`src/hw/rtl/rcf_pkg.sv`:
```
// Shared constants, types and kernel tables of the 3x3 RGB convolution filter.
package rcf_pkg;

   localparam int MAX_WIDTH    = 1024;
   localparam int MAX_HEIGHT   = 4096;
   localparam int COL_W        = $clog2(MAX_WIDTH);
   localparam int ROW_W        = $clog2(MAX_HEIGHT);
   localparam int WIDTH_CFG_W  = 11;
   localparam int HEIGHT_CFG_W = 13;
   localparam int CSR_INDEX_W  = 3;
   localparam int CSR_DATA_W   = 13;
   localparam int CHAN_W       = 8;
   localparam int PIX_W        = 3 * CHAN_W;
   localparam int MIN_SIZE     = 3;
   localparam int SUM_W        = 14;
   localparam int MAG_W        = SUM_W - 1;
   localparam int RECIP9       = 3641;
   localparam int RECIP_W      = 12;
   localparam int RECIP9_SHIFT = 15;
   localparam int PROD_W       = MAG_W + RECIP_W;
   localparam int BOX_BIAS     = 4;
   localparam int GAUSS_BIAS   = 8;
   localparam int GAUSS_SHIFT  = 4;
   localparam int CHAN_MAX     = 255;

   typedef enum logic [CSR_INDEX_W-1:0] {
      CSR_FILTER_MODE   = 3'd0,
      CSR_IMAGE_WIDTH   = 3'd1,
      CSR_IMAGE_HEIGHT  = 3'd2,
      CSR_USE_SELECTION = 3'd3,
      CSR_SEL_LEFT      = 3'd4,
      CSR_SEL_RIGHT     = 3'd5,
      CSR_SEL_TOP       = 3'd6,
      CSR_SEL_BOTTOM    = 3'd7
   } csr_index_type;

   typedef enum logic [1:0] {
      MODE_SHARPEN = 2'd0,
      MODE_EDGE    = 2'd1,
      MODE_BOX     = 2'd2,
      MODE_GAUSS   = 2'd3
   } mode_type;

   typedef logic [CHAN_W-1:0]             chan_type;
   typedef logic [PIX_W-1:0]              pix_type;
   typedef logic [COL_W-1:0]              col_type;
   typedef logic [ROW_W-1:0]              row_type;
   typedef logic [2:0][2:0][CHAN_W-1:0]   chan_win_type;
   typedef logic signed [SUM_W-1:0]       sum_type;
   typedef logic signed [4:0]             weight_type;
   typedef logic [MAG_W-1:0]              mag_type;

   localparam weight_type KERNELS [4][3][3] = '{
      '{'{ 5'sd0, -5'sd1,  5'sd0}, '{-5'sd1,  5'sd5, -5'sd1}, '{ 5'sd0, -5'sd1,  5'sd0}},
      '{'{-5'sd1, -5'sd1, -5'sd1}, '{-5'sd1,  5'sd8, -5'sd1}, '{-5'sd1, -5'sd1, -5'sd1}},
      '{'{ 5'sd1,  5'sd1,  5'sd1}, '{ 5'sd1,  5'sd1,  5'sd1}, '{ 5'sd1,  5'sd1,  5'sd1}},
      '{'{ 5'sd1,  5'sd2,  5'sd1}, '{ 5'sd2,  5'sd4,  5'sd2}, '{ 5'sd1,  5'sd2,  5'sd1}}
   };

   typedef struct packed {
      logic    rd_en;
      col_type rd_idx;
      logic    wr_en;
      col_type wr_idx;
   } lb_ctl_type;

   typedef struct packed {
      logic     sum_en;
      logic     res_en;
      mode_type mode;
   } lane_ctl_type;

   function automatic chan_type sat_chan(input mag_type value);
      chan_type result;
      if (value > MAG_W'(CHAN_MAX)) begin
         result = CHAN_W'(CHAN_MAX);
      end else begin
         result = value[CHAN_W-1:0];
      end
      return result;
   endfunction

endpackage

```
`src/hw/rtl/rcf_lane.sv`:
```
// One color lane: kernel sum stage followed by clamp, divide and saturate stage.
module rcf_lane (
   input  logic                  clock,
   input  rcf_pkg::lane_ctl_type ctl,
   input  rcf_pkg::chan_win_type win,
   output rcf_pkg::chan_type     result
);

   rcf_pkg::sum_type  sum_ff;
   rcf_pkg::sum_type  sum_in;
   rcf_pkg::chan_type res_ff;
   rcf_pkg::chan_type res_in;

   always_comb begin
      rcf_pkg::sum_type acc [4];
      for (int m = 0; m < 4; m++) begin
         acc[m] = '0;
         for (int i = 0; i < 3; i++) begin
            for (int j = 0; j < 3; j++) begin
               acc[m] = acc[m] + rcf_pkg::sum_type'(win[i][j])
                               * rcf_pkg::sum_type'(rcf_pkg::KERNELS[m][i][j]);
            end
         end
      end
      sum_in = acc[ctl.mode];
   end

   always_comb begin
      rcf_pkg::mag_type             mag;
      rcf_pkg::mag_type             box_v;
      rcf_pkg::mag_type             gauss_v;
      logic [rcf_pkg::PROD_W-1:0]   prod;
      mag     = sum_ff[rcf_pkg::SUM_W-1] ? '0 : sum_ff[rcf_pkg::MAG_W-1:0];
      box_v   = mag + rcf_pkg::MAG_W'(rcf_pkg::BOX_BIAS);
      gauss_v = mag + rcf_pkg::MAG_W'(rcf_pkg::GAUSS_BIAS);
      prod    = rcf_pkg::PROD_W'(box_v) * rcf_pkg::PROD_W'(rcf_pkg::RECIP9);
      case (ctl.mode)
         rcf_pkg::MODE_BOX: begin
            res_in = rcf_pkg::sat_chan(rcf_pkg::MAG_W'(prod[rcf_pkg::PROD_W-1:rcf_pkg::RECIP9_SHIFT]));
         end
         rcf_pkg::MODE_GAUSS: begin
            res_in = rcf_pkg::sat_chan(gauss_v >> rcf_pkg::GAUSS_SHIFT);
         end
         default: begin
            res_in = rcf_pkg::sat_chan(mag);
         end
      endcase
   end

   always_ff @(posedge clock) begin
      if (ctl.sum_en) begin
         sum_ff <= sum_in;
      end
      if (ctl.res_en) begin
         res_ff <= res_in;
      end
   end

   assign result = res_ff;

endmodule

```
`config.mk`:
```
export PLATFORM = sky130hd
export DESIGN_NAME = rcf_lane
export DESIGN_NICKNAME = d
export VERILOG_FILES = /design/src/hw/rtl/rcf_pkg.sv /design/src/hw/rtl/rcf_lane.sv
export SDC_FILE = /design/constraint.sdc
export NUM_CORES = 1
export LEC_CHECK = 0
export BUFFER_PORTS_ARGS = -buffer_cell sky130_fd_sc_hd__buf_2
export CORE_MARGIN = 10
export CORE_UTILIZATION = 55
export CTS_CLUSTER_DIAMETER = 200
export DETAILED_ROUTE_END_ITERATION = 7
export GPL_TIMING_DRIVEN = 1
export PLACE_DENSITY = 0.73
export SYNTH_ARGS = -nofsm -noshare
export SYNTH_HDL_FRONTEND = slang
export SYNTH_SLANG_ARGS = --single-unit
```
`constraint.sdc`:
```
create_clock -name clock -period 13.9 [get_ports clock]
set_input_delay 0.695 -clock clock [delete_from_list [all_inputs] [get_ports clock]]
set_output_delay 0.695 -clock clock [all_outputs]
set_load 0.02 [all_outputs]
```
==> Flow_metrics.wiki, run 1 <==
{| class="wikitable"
! Metric !! Value
|-
| Simple-gate share of the synthesized area || 9.06%
|-
| Stages on the worst setup path || 23
|-
| Number of I/O port buffers || 84
|-
| Number of setup violations in the final report || 0
|-
| Worst relative slew slack || 47.0%
|-
| Fin nets || 1697
|-
| Crit path max-delay family || adder cells
|-
| Largest net degree at the start of global routing || 33
|-
| Capturing point of the worst reg2reg path || result[2]
|-
| Highest clock frequency the design can meet || 0.134 GHz
|-
| Worst setup path class || reg2reg
|-
| Total number of vias || 8231
|-
| Worst EP required || 13.87 ns
|-
| Critical R2R Launch || sum_ff[13]
|-
| Setup slack on the worst flop-to-flop path || 6.46 ns
|-
| Sequential cell area fraction in the yosys report || 5.70%
|-
| Horiz. Die Dim || 165 um
|-
| Slowest cell delay on critical path || 0.71 ns
|-
| Total routing usage reported by global routing || 21.6%
|-
| XOR/XNOR Fraction of Synth Area || 7.56%
|-
| Cell-by-cell listing of the critical path || nand2b_4, inv_1, ha_1, nand3_1, nor3_1, nand3_1, or2_1, xor2_1, nor2_1, inv_1, fa_1, ha_1, fa_1, fa_1, ha_1, ha_1, and3_1, nand2_1, or2_2, o21ai_2, a31oi_1, o22ai_2, a222oi_1
|-
| MaxCap Viol Count || 0
|-
| Floorplan Core Area || 0.0209 mm^2
|-
| Synthesized instance count || 1140
|-
| Iteration count of the initial detailed-routing pass || 5
|-
| Worst setup EP type || flip-flop
|-
| Post-CTS Repair Setup Buffers || 0
|-
| Largest cells by area after synthesis || sky130_fd_sc_hd__fa_1 (40%), sky130_fd_sc_hd__ha_1 (18%), sky130_fd_sc_hd__inv_1 (7.6%), sky130_fd_sc_hd__edfxtp_1 (5.7%), sky130_fd_sc_hd__xnor2_1 (4.4%)
|-
| Cell mode on critical path || sky130_fd_sc_hd__ha_1
|-
| Nets in the synthesized netlist || 1620
|-
| Multiplexer share of the synthesized area || 1.43%
|-
| Maximum fanout count along the critical path || 27
|-
| TritonCTS Buffers || 3
|-
| Fin Setup TNS || 0 ns
|-
| Area share of the leading cell type in the synthesized netlist || 40.3%
|-
| Hold Path Class || in2reg
|-
| Routed wirelength normalized by instance count || 18.7 um
|-
| Worst hold slack || 0.801 ns
|-
| Post-placement cell area || 0.0123 mm^2
|-
| Number of unique standard cell types used by synthesis || 70
|-
| Type of origin of the critical path || flip-flop
|-
| Yosys Warn Count || 0
|-
| Io pins || 85
|-
| Clock Root Buffer || sky130_fd_sc_hd__clkbuf_16
|-
| Clock tree from TritonCTS || built
|-
| Most used flip-flop cell after synthesis || sky130_fd_sc_hd__edfxtp_1
|-
| Combinational family with the most area after synthesis || adder cells
|-
| Initial antenna violation count || 1
|-
| Via count of the first global-routing pass || 9268
|-
| Post-synthesis sequential element count || 22
|-
| Die Y-Extent || 165 um
|-
| Async set-or-reset flop fraction in the synthesized netlist || 0%
|-
| Layout area overhead || 6.70%
|-
| Outcome || finished clean
|-
| Post-CTS clock slew at the launch and capture registers of the worst setup and hold paths || 0.06 ns
|-
| Library cell contributing the largest single delay on the critical path || sky130_fd_sc_hd__edfxtp_1
|-
| Cell area after technology mapping || 0.0116 mm^2
|-
| Post-route antenna net violation count || 0
|-
| Detailed router's first-iteration violation count || 545
|-
| Count of flip-flops with a built-in enable after synthesis || 22
|-
| TritonCTS Sinks || 22
|-
| Total number of H-tree levels || 1
|-
| Number of failing hold endpoints at the final stage || 0
|-
| Top cells by count, synth || sky130_fd_sc_hd__inv_1 (235), sky130_fd_sc_hd__fa_1 (233), sky130_fd_sc_hd__ha_1 (170)
|-
| Cell with the most instances after synthesis || sky130_fd_sc_hd__inv_1
|-
| Buffers & Inverters on Critical Path || 2
|-
| Fraction of the mapped netlist area in compound gates || 9.31%
|-
| Die area || 0.0273 mm^2
|-
| Average cell area after synthesis || 10.2 um^2
|-
| Latest clock arrival within the worst-skew pair || 0.26 ns
|-
| Number of DRC violations after detailed routing || 0
|-
| Library cell occupying the most area in the post-synthesis netlist || sky130_fd_sc_hd__fa_1
|-
| Transition time at the pin with the least slew margin || 0.795 ns
|-
| Worst min-delay path endpoint || result[4]
|-
| Global route overflow || 0
|-
| Final critical delay including setup and external delays || 7.44 ns
|-
| Hold_sp || ctl[2]
|-
| Final cycle utilization of the critical path || 53.5%
|-
| Post-Route Skew || 0.00412 ns
|-
| Maximum number of buffers from clock root to sink || 2
|-
| CP Data Arrival Time || 7.41 ns
|-
| Routed WL || 27900 um
|-
| Unrepaired setup endpoints after global routing || false
|-
| Initial Util || 55.5%
|-
| Fin. max-slew vios || 0
|-
| Adder-cell area share of the yosys netlist || 58.7%
|-
| Vias per Instance || 5.52
|-
| Hold Path Cell Cnt || 1
|-
| Share of final-layout standard cells stronger than drive strength 1 || 9.79%
|-
| Number of hold-repair buffers added at the cts stage || 0
|-
| Cell area after layout || 0.0124 mm^2
|-
| Diodes inserted || 0
|-
| Std-Cell Rows || 53
|-
| Global-route wire length before repair || 47000 um
|-
| PostCTS Resize Cnt || 0
|-
| Layout Utilization || 59.2%
|-
| Depth of the worst register-to-register path || 23
|-
| Final Wtd Congestion || 0.971
|-
| HPWL after DPL || 25200 um
|}
## sequential cells by signal, summed over array words and instances (netlist names)
name	cells
sum_ff	14
result	8
## cells by family after synthesis
| group | after synthesis |
|---|---|
| simple gates | 193 |
| xor+xnor | 100 |
| fa+ha+maj | 404 |
| mux | 9 |
| buf+inv | 248 |
| flops | 22 |
| compound gates | 164 |
## cells in the final DEF, fill, tap and decap left out, types with 4 or more instances in the layout
cell type / count
sky130_fd_sc_hd__inv_1: 235
sky130_fd_sc_hd__fa_1: 233
sky130_fd_sc_hd__ha_1: 170
sky130_fd_sc_hd__buf_2: 84
sky130_fd_sc_hd__xnor2_1: 58
sky130_fd_sc_hd__nor2_1: 46
sky130_fd_sc_hd__a21oi_1: 46
sky130_fd_sc_hd__nand2_1: 42
sky130_fd_sc_hd__xor2_1: 42
sky130_fd_sc_hd__o21ai_0: 32
sky130_fd_sc_hd__edfxtp_1: 22
sky130_fd_sc_hd__a21o_1: 20
sky130_fd_sc_hd__nand2b_1: 18
sky130_fd_sc_hd__nor3_1: 13
sky130_fd_sc_hd__a211oi_1: 11
sky130_fd_sc_hd__o21a_1: 11
sky130_fd_sc_hd__nor2b_1: 10
sky130_fd_sc_hd__nand3_1: 9
sky130_fd_sc_hd__o21bai_1: 9
sky130_fd_sc_hd__or3_1: 8
sky130_fd_sc_hd__and2_1: 7
sky130_fd_sc_hd__and3_1: 7
sky130_fd_sc_hd__mux4_2: 6
sky130_fd_sc_hd__nand3b_1: 5
sky130_fd_sc_hd__a31oi_1: 4
sky130_fd_sc_hd__a222oi_1: 4
## final cells by class
type	instances	area, um^2
tap	275	344
timing repair buffer	84	420
multi-input combinational	870	9970
inverter	236	886
sequential	22	661
fill	1796	8530
clock buffer	3	75.1
clock inverter	1	3.75
## layer usage
| layer | vias up | GRT usage (%) | wire length [um] |
|---|---|---|---|
| met5 | - | 0 | 12 |
| met4 | 2 | 3.66 | 454 |
| met3 | 37 | 3.42 | 1700 |
| met2 | 231 | 36.8 | 13600 |
| met1 | 4115 | 28.9 | 12100 |
| li1 | 3846 | - | - |
## how the worst max path moves through the flow
| stage | endpoint | from |
|---|---|---|
| 2_1_floorplan | result[0] | sum_ff[13] |
| 3_3_place_gp | result[1] | sum_ff[13] |
| 3_5_place_dp | result[2] | sum_ff[13] |
| 4_1_cts | result[2] | sum_ff[13] |
| 5_1_grt | result[0] | sum_ff[13] |
| 6_report | result[2] | sum_ff[13] |
## through the flow
| stage | std cells | setup slack, ns |
|---|---|---|
| 2_1_floorplan | 1140 | 7.24 |
| 3_5_place_dp | 1487 | 6.51 |
| 3_3_place_gp | 1487 | 6.78 |
| 4_1_cts | 1491 | 6.49 |
| 6_report | 1491 | 6.46 |
| 5_1_grt | 1491 | 5.99 |
Power of run 1 is not shown: default switching activity piles up to over one toggle a cycle in this logic, so the estimate is an artifact.
==> run 2: changes to the inputs <==
--- a/config.mk
+++ b/config.mk
@@ -5,13 +5,14 @@
 export SDC_FILE = /design/constraint.sdc
 export NUM_CORES = 1
 export LEC_CHECK = 0
+export ABC_AREA = 1
 export BUFFER_PORTS_ARGS = -buffer_cell sky130_fd_sc_hd__buf_2
 export CORE_MARGIN = 10
 export CORE_UTILIZATION = 55
 export CTS_CLUSTER_DIAMETER = 200
 export DETAILED_ROUTE_END_ITERATION = 7
 export GPL_TIMING_DRIVEN = 1
-export PLACE_DENSITY = 0.73
+export PLACE_DENSITY = 0.75
 export SYNTH_ARGS = -nofsm -noshare
 export SYNTH_HDL_FRONTEND = slang
 export SYNTH_SLANG_ARGS = --single-unit
==> constraint.sdc (replaced) <==
create_clock -name clock -period 6.1 [get_ports clock]
set_input_delay 0.305 -clock clock [delete_from_list [all_inputs] [get_ports clock]]
set_output_delay 0.305 -clock clock [all_outputs]
set_load 0.02 [all_outputs]
==> run 2 against run 1 <==
Compared with the run above:
- largest cell class unchanged
- first-iteration DRC count rose by 43%
- clock skew rose by 0.0034 ns
- sequential share of layout area fell by 0.51 points
- flip-flop and latch count did not move
- core utilization rose by 1.2 points
- worst hold slack got worse by 0.43 ns
- routed wire length rose by 23%
- final cell count rose by 27%
==> Flow_metrics.wiki, run 2 <==
{| class="wikitable"
! Metric !! Value
|-
| Outcome || finished clean (unchanged)
|-
| Clock tree from TritonCTS || built (unchanged)
|-
| Maximum number of buffers from clock root to sink || 2 (unchanged)
|-
| Detailed router's first-iteration violation count || 781 (was 545)
|-
| Total number of vias || 10300 (was 8231)
|-
| Number of unique standard cell types used by synthesis || 48 (was 70)
|-
| Floorplan Core Area || 0.0226 mm^2 (was 0.0209 mm^2)
|-
| Simple-gate share of the synthesized area || 16.9% (was 9.06%)
|-
| Final Wtd Congestion || 0.950 (was 0.971)
|-
| Fin Setup TNS || 0 ns (unchanged)
|-
| Unrepaired setup endpoints after global routing || false (unchanged)
|-
| Post-route antenna net violation count || 0 (unchanged)
|-
| Largest cells by area after synthesis || sky130_fd_sc_hd__fa_1 (37%), sky130_fd_sc_hd__ha_1 (17%), sky130_fd_sc_hd__inv_1 (10%), sky130_fd_sc_hd__nand2_1 (8.0%), sky130_fd_sc_hd__edfxtp_1 (5.2%) (was sky130_fd_sc_hd__fa_1 (40%), sky130_fd_sc_hd__ha_1 (18%), sky130_fd_sc_hd__inv_1 (7.6%), sky130_fd_sc_hd__edfxtp_1 (5.7%), sky130_fd_sc_hd__xnor2_1 (4.4%))
|-
| Layout area overhead || 8.30% (was 6.70%)
|-
| Area share of the leading cell type in the synthesized netlist || 37.0% (was 40.3%)
|-
| Worst EP required || 6.13 ns (was 13.87 ns)
|-
| Multi-input combinational cell area || 0.0107 mm^2 (was 0.00997 mm^2)
|-
| Post-Route Skew || 0.00755 ns (was 0.00412 ns)
|-
| Io pins || 85 (unchanged)
|-
| Nets in the synthesized netlist || 1996 (was 1620)
|-
| Cell with the most instances after synthesis || sky130_fd_sc_hd__inv_1 (unchanged)
|-
| Die Y-Extent || 171 um (was 165 um)
|-
| Final cycle utilization of the critical path || 94.5% (was 53.5%)
|-
| Number of hold-repair buffers added at the cts stage || 0 (unchanged)
|-
| Largest Register || sum_ff (unchanged)
|-
| Vias per Instance || 5.42 (was 5.52)
|-
| Worst relative slew slack || 51.6% (was 47.0%)
|-
| Global route overflow || 0 (unchanged)
|-
| Horiz. Die Dim || 171 um (was 165 um)
|-
| Fraction of the mapped netlist area in compound gates || 8.30% (was 9.31%)
|-
| Combinational family with the most area after synthesis || adder cells (unchanged)
|-
| Latest clock arrival within the worst-skew pair || 0.27 ns (was 0.26 ns)
|-
| Clock Root Buffer || sky130_fd_sc_hd__clkbuf_16 (unchanged)
|-
| HPWL after DPL || 30900 um (was 25200 um)
|-
| Total routing usage reported by global routing || 24.3% (was 21.6%)
|-
| Maximum fanout count along the critical path || 9 (was 27)
|-
| Multiplexer share of the synthesized area || 0% (was 1.43%)
|-
| Type of origin of the critical path || flip-flop (unchanged)
|-
| Total of fill cells in the finished design || 2013 (was 1796)
|-
| Max reg flops || 14 (unchanged)
|-
| Slowest cell delay on critical path || 0.54 ns (was 0.71 ns)
|-
| Global-route wire length before repair || 56100 um (was 47000 um)
|-
| Cell area after technology mapping || 0.0126 mm^2 (was 0.0116 mm^2)
|-
| Register Area || 661 um^2 (unchanged)
|-
| Most frequent cells in the layout || sky130_fd_sc_hd__inv_1 (353), sky130_fd_sc_hd__nand2_1 (268), sky130_fd_sc_hd__fa_1 (233), sky130_fd_sc_hd__ha_1 (166), sky130_fd_sc_hd__nor2_1 (86) (was sky130_fd_sc_hd__inv_1 (235), sky130_fd_sc_hd__fa_1 (233), sky130_fd_sc_hd__ha_1 (170), sky130_fd_sc_hd__buf_2 (84), sky130_fd_sc_hd__xnor2_1 (58))
|-
| Routed WL || 34300 um (was 27900 um)
|-
| Count of flip-flops with a built-in enable after synthesis || 22 (unchanged)
|-
| Iteration count of the initial detailed-routing pass || 5 (unchanged)
|-
| Average cell area after synthesis || 8.33 um^2 (was 10.2 um^2)
|-
| Routed wirelength normalized by instance count || 18.1 um (was 18.7 um)
|-
| Total number of H-tree levels || 1 (unchanged)
|-
| CP Data Arrival Time || 5.79 ns (was 7.41 ns)
|-
| Std-Cell Rows || 55 (was 53)
|-
| Largest net degree at the start of global routing || 28 (was 33)
|-
| Initial antenna violation count || 0 (was 1)
|-
| Post-CTS clock slew at the launch and capture registers of the worst setup and hold paths || 0.06 ns (about the same)
|-
| Async set-or-reset flop fraction in the synthesized netlist || 0% (unchanged)
|-
| Via count of the first global-routing pass || 10900 (was 9268)
|-
| Diodes inserted || 0 (unchanged)
|-
| Top cells by count, synth || sky130_fd_sc_hd__inv_1 (353), sky130_fd_sc_hd__nand2_1 (269), sky130_fd_sc_hd__fa_1 (233) (was sky130_fd_sc_hd__inv_1 (235), sky130_fd_sc_hd__fa_1 (233), sky130_fd_sc_hd__ha_1 (170))
|-
| Commonest non-fill, non-tap cell in the layout || sky130_fd_sc_hd__inv_1 (unchanged)
|-
| Highest clock frequency the design can meet || 0.173 GHz (was 0.134 GHz)
|-
| Sequential cell area fraction in the yosys report || 5.23% (was 5.70%)
|-
| MaxCap Viol Count || 0 (unchanged)
|-
| Share of final-layout standard cells stronger than drive strength 1 || 9.39% (was 9.79%)
|-
| Library cell contributing the largest single delay on the critical path || sky130_fd_sc_hd__fa_1 (was sky130_fd_sc_hd__edfxtp_1)
|-
| Post-synthesis sequential element count || 22 (unchanged)
|-
| Cell mode on critical path || sky130_fd_sc_hd__inv_1 (was sky130_fd_sc_hd__ha_1)
|-
| Worst setup EP type || flip-flop (unchanged)
|-
| Final critical delay including setup and external delays || 5.76 ns (was 7.44 ns)
|-
| Worst setup path class || reg2reg (unchanged)
|-
| Transition time at the pin with the least slew margin || 0.723 ns (was 0.795 ns)
|-
| Number of I/O port buffers || 84 (unchanged)
|-
| Number of DRC violations after detailed routing || 0 (unchanged)
|-
| XOR/XNOR Fraction of Synth Area || 4.75% (was 7.56%)
|-
| Yosys Warn Count || 0 (unchanged)
|-
| Hold Path Class || in2reg (unchanged)
|-
| Number of failing hold endpoints at the final stage || 0 (unchanged)
|-
| Fin nets || 2089 (was 1697)
|-
| TritonCTS Sinks || 22 (unchanged)
|-
| TritonCTS Buffers || 3 (unchanged)
|-
| Die area || 0.0294 mm^2 (was 0.0273 mm^2)
|-
| Library cell occupying the most area in the post-synthesis netlist || sky130_fd_sc_hd__fa_1 (unchanged)
|-
| Fin. max-slew vios || 0 (unchanged)
|-
| Initial Util || 55.7% (was 55.5%)
|-
| Synthesized instance count || 1516 (was 1140)
|-
| Most used flip-flop cell after synthesis || sky130_fd_sc_hd__edfxtp_1 (unchanged)
|-
| Adder-cell area share of the yosys netlist || 53.8% (was 58.7%)
|-
| Number of setup violations in the final report || 0 (unchanged)
|}
run 2: cell types whose count changed after synthesis, moves of 13 or more:
cell,before,now
sky130_fd_sc_hd__o21ai_0,32,57
sky130_fd_sc_hd__a21oi_1,46,73
sky130_fd_sc_hd__xnor2_1,58,29
sky130_fd_sc_hd__nand3_1,9,53
sky130_fd_sc_hd__nand2b_1,18,0
sky130_fd_sc_hd__nand2_1,42,269
sky130_fd_sc_hd__a21o_1,20,7
sky130_fd_sc_hd__inv_1,235,353
sky130_fd_sc_hd__nor2_1,46,88
run 2: repair_timing:
action                     4_1_cts  5_1_grt
setup endpoints to repair        0        8
buffers inserted                 0        3
gates resized for setup          0       17
run 2: metrics by stage:
stage          worst slack (ns)  std cells  instance area [um^2]  hold WS, ns  util (%)
2_1_floorplan             0.611       1516                 12600        0.417         -
3_3_place_gp              0.310       1886                 13400        0.648      59.4
3_5_place_dp              0.182       1886                 13400        0.648      59.4
4_1_cts                   0.178       1890                 13500        0.371      59.8
5_1_grt                 0.00536       1893                 13700        0.390      60.4
6_report                  0.335       1893                 13700        0.367      60.4
run 2: area by class of cell:
class,count,share of cell area (%)
multi-input combinational,1129,78.1
inverter,356,9.83
sequential,22,4.83
timing repair buffer,97,3.88
tap,285,2.61
clock buffer,3,0.549
clock inverter,1,0.220
run 2: final timing paths:
path	cells after the start	from	slack [ns]	to
max	28	sum_ff[13]	0.34	result[1]
min	1	ctl[2]	0.37	result[4]
max reg2reg	28	sum_ff[13]	0.34	result[1]
min reg2reg	6	sum_ff[1]	1.00	result[1]
run 2: critical path: cells and delay by family (launching register included):
kind / cells / cell delay, ns
xor gates and xnor gates: 2 / 0.39
DFF: 1 / 0.41
adders and majority gates: 6 / 2.42
AOI/OAI and AO/OA: 2 / 0.35
and+or+nand+nor: 12 / 1.47
buffers and inverters: 6 / 0.48
run 2: layer usage:
layer | global-route usage [%] | share of wire, %
met1 | 33.6 | 45
met2 | 40.5 | 48
met3 | 3.07 | 6.2
met4 | 3.74 | 1.2
met5 | 0 | 0
run 2: logic make-up after synthesis:
logic type               Yosys count
AO/OA/AOI/OAI                    185
buffers and inverters            365
AND/OR/NAND/NOR                  476
XOR/XNOR                          65
flip-flops                        22
adder cells (fa/ha/maj)          403
Power of run 2 is left out for the same reason.
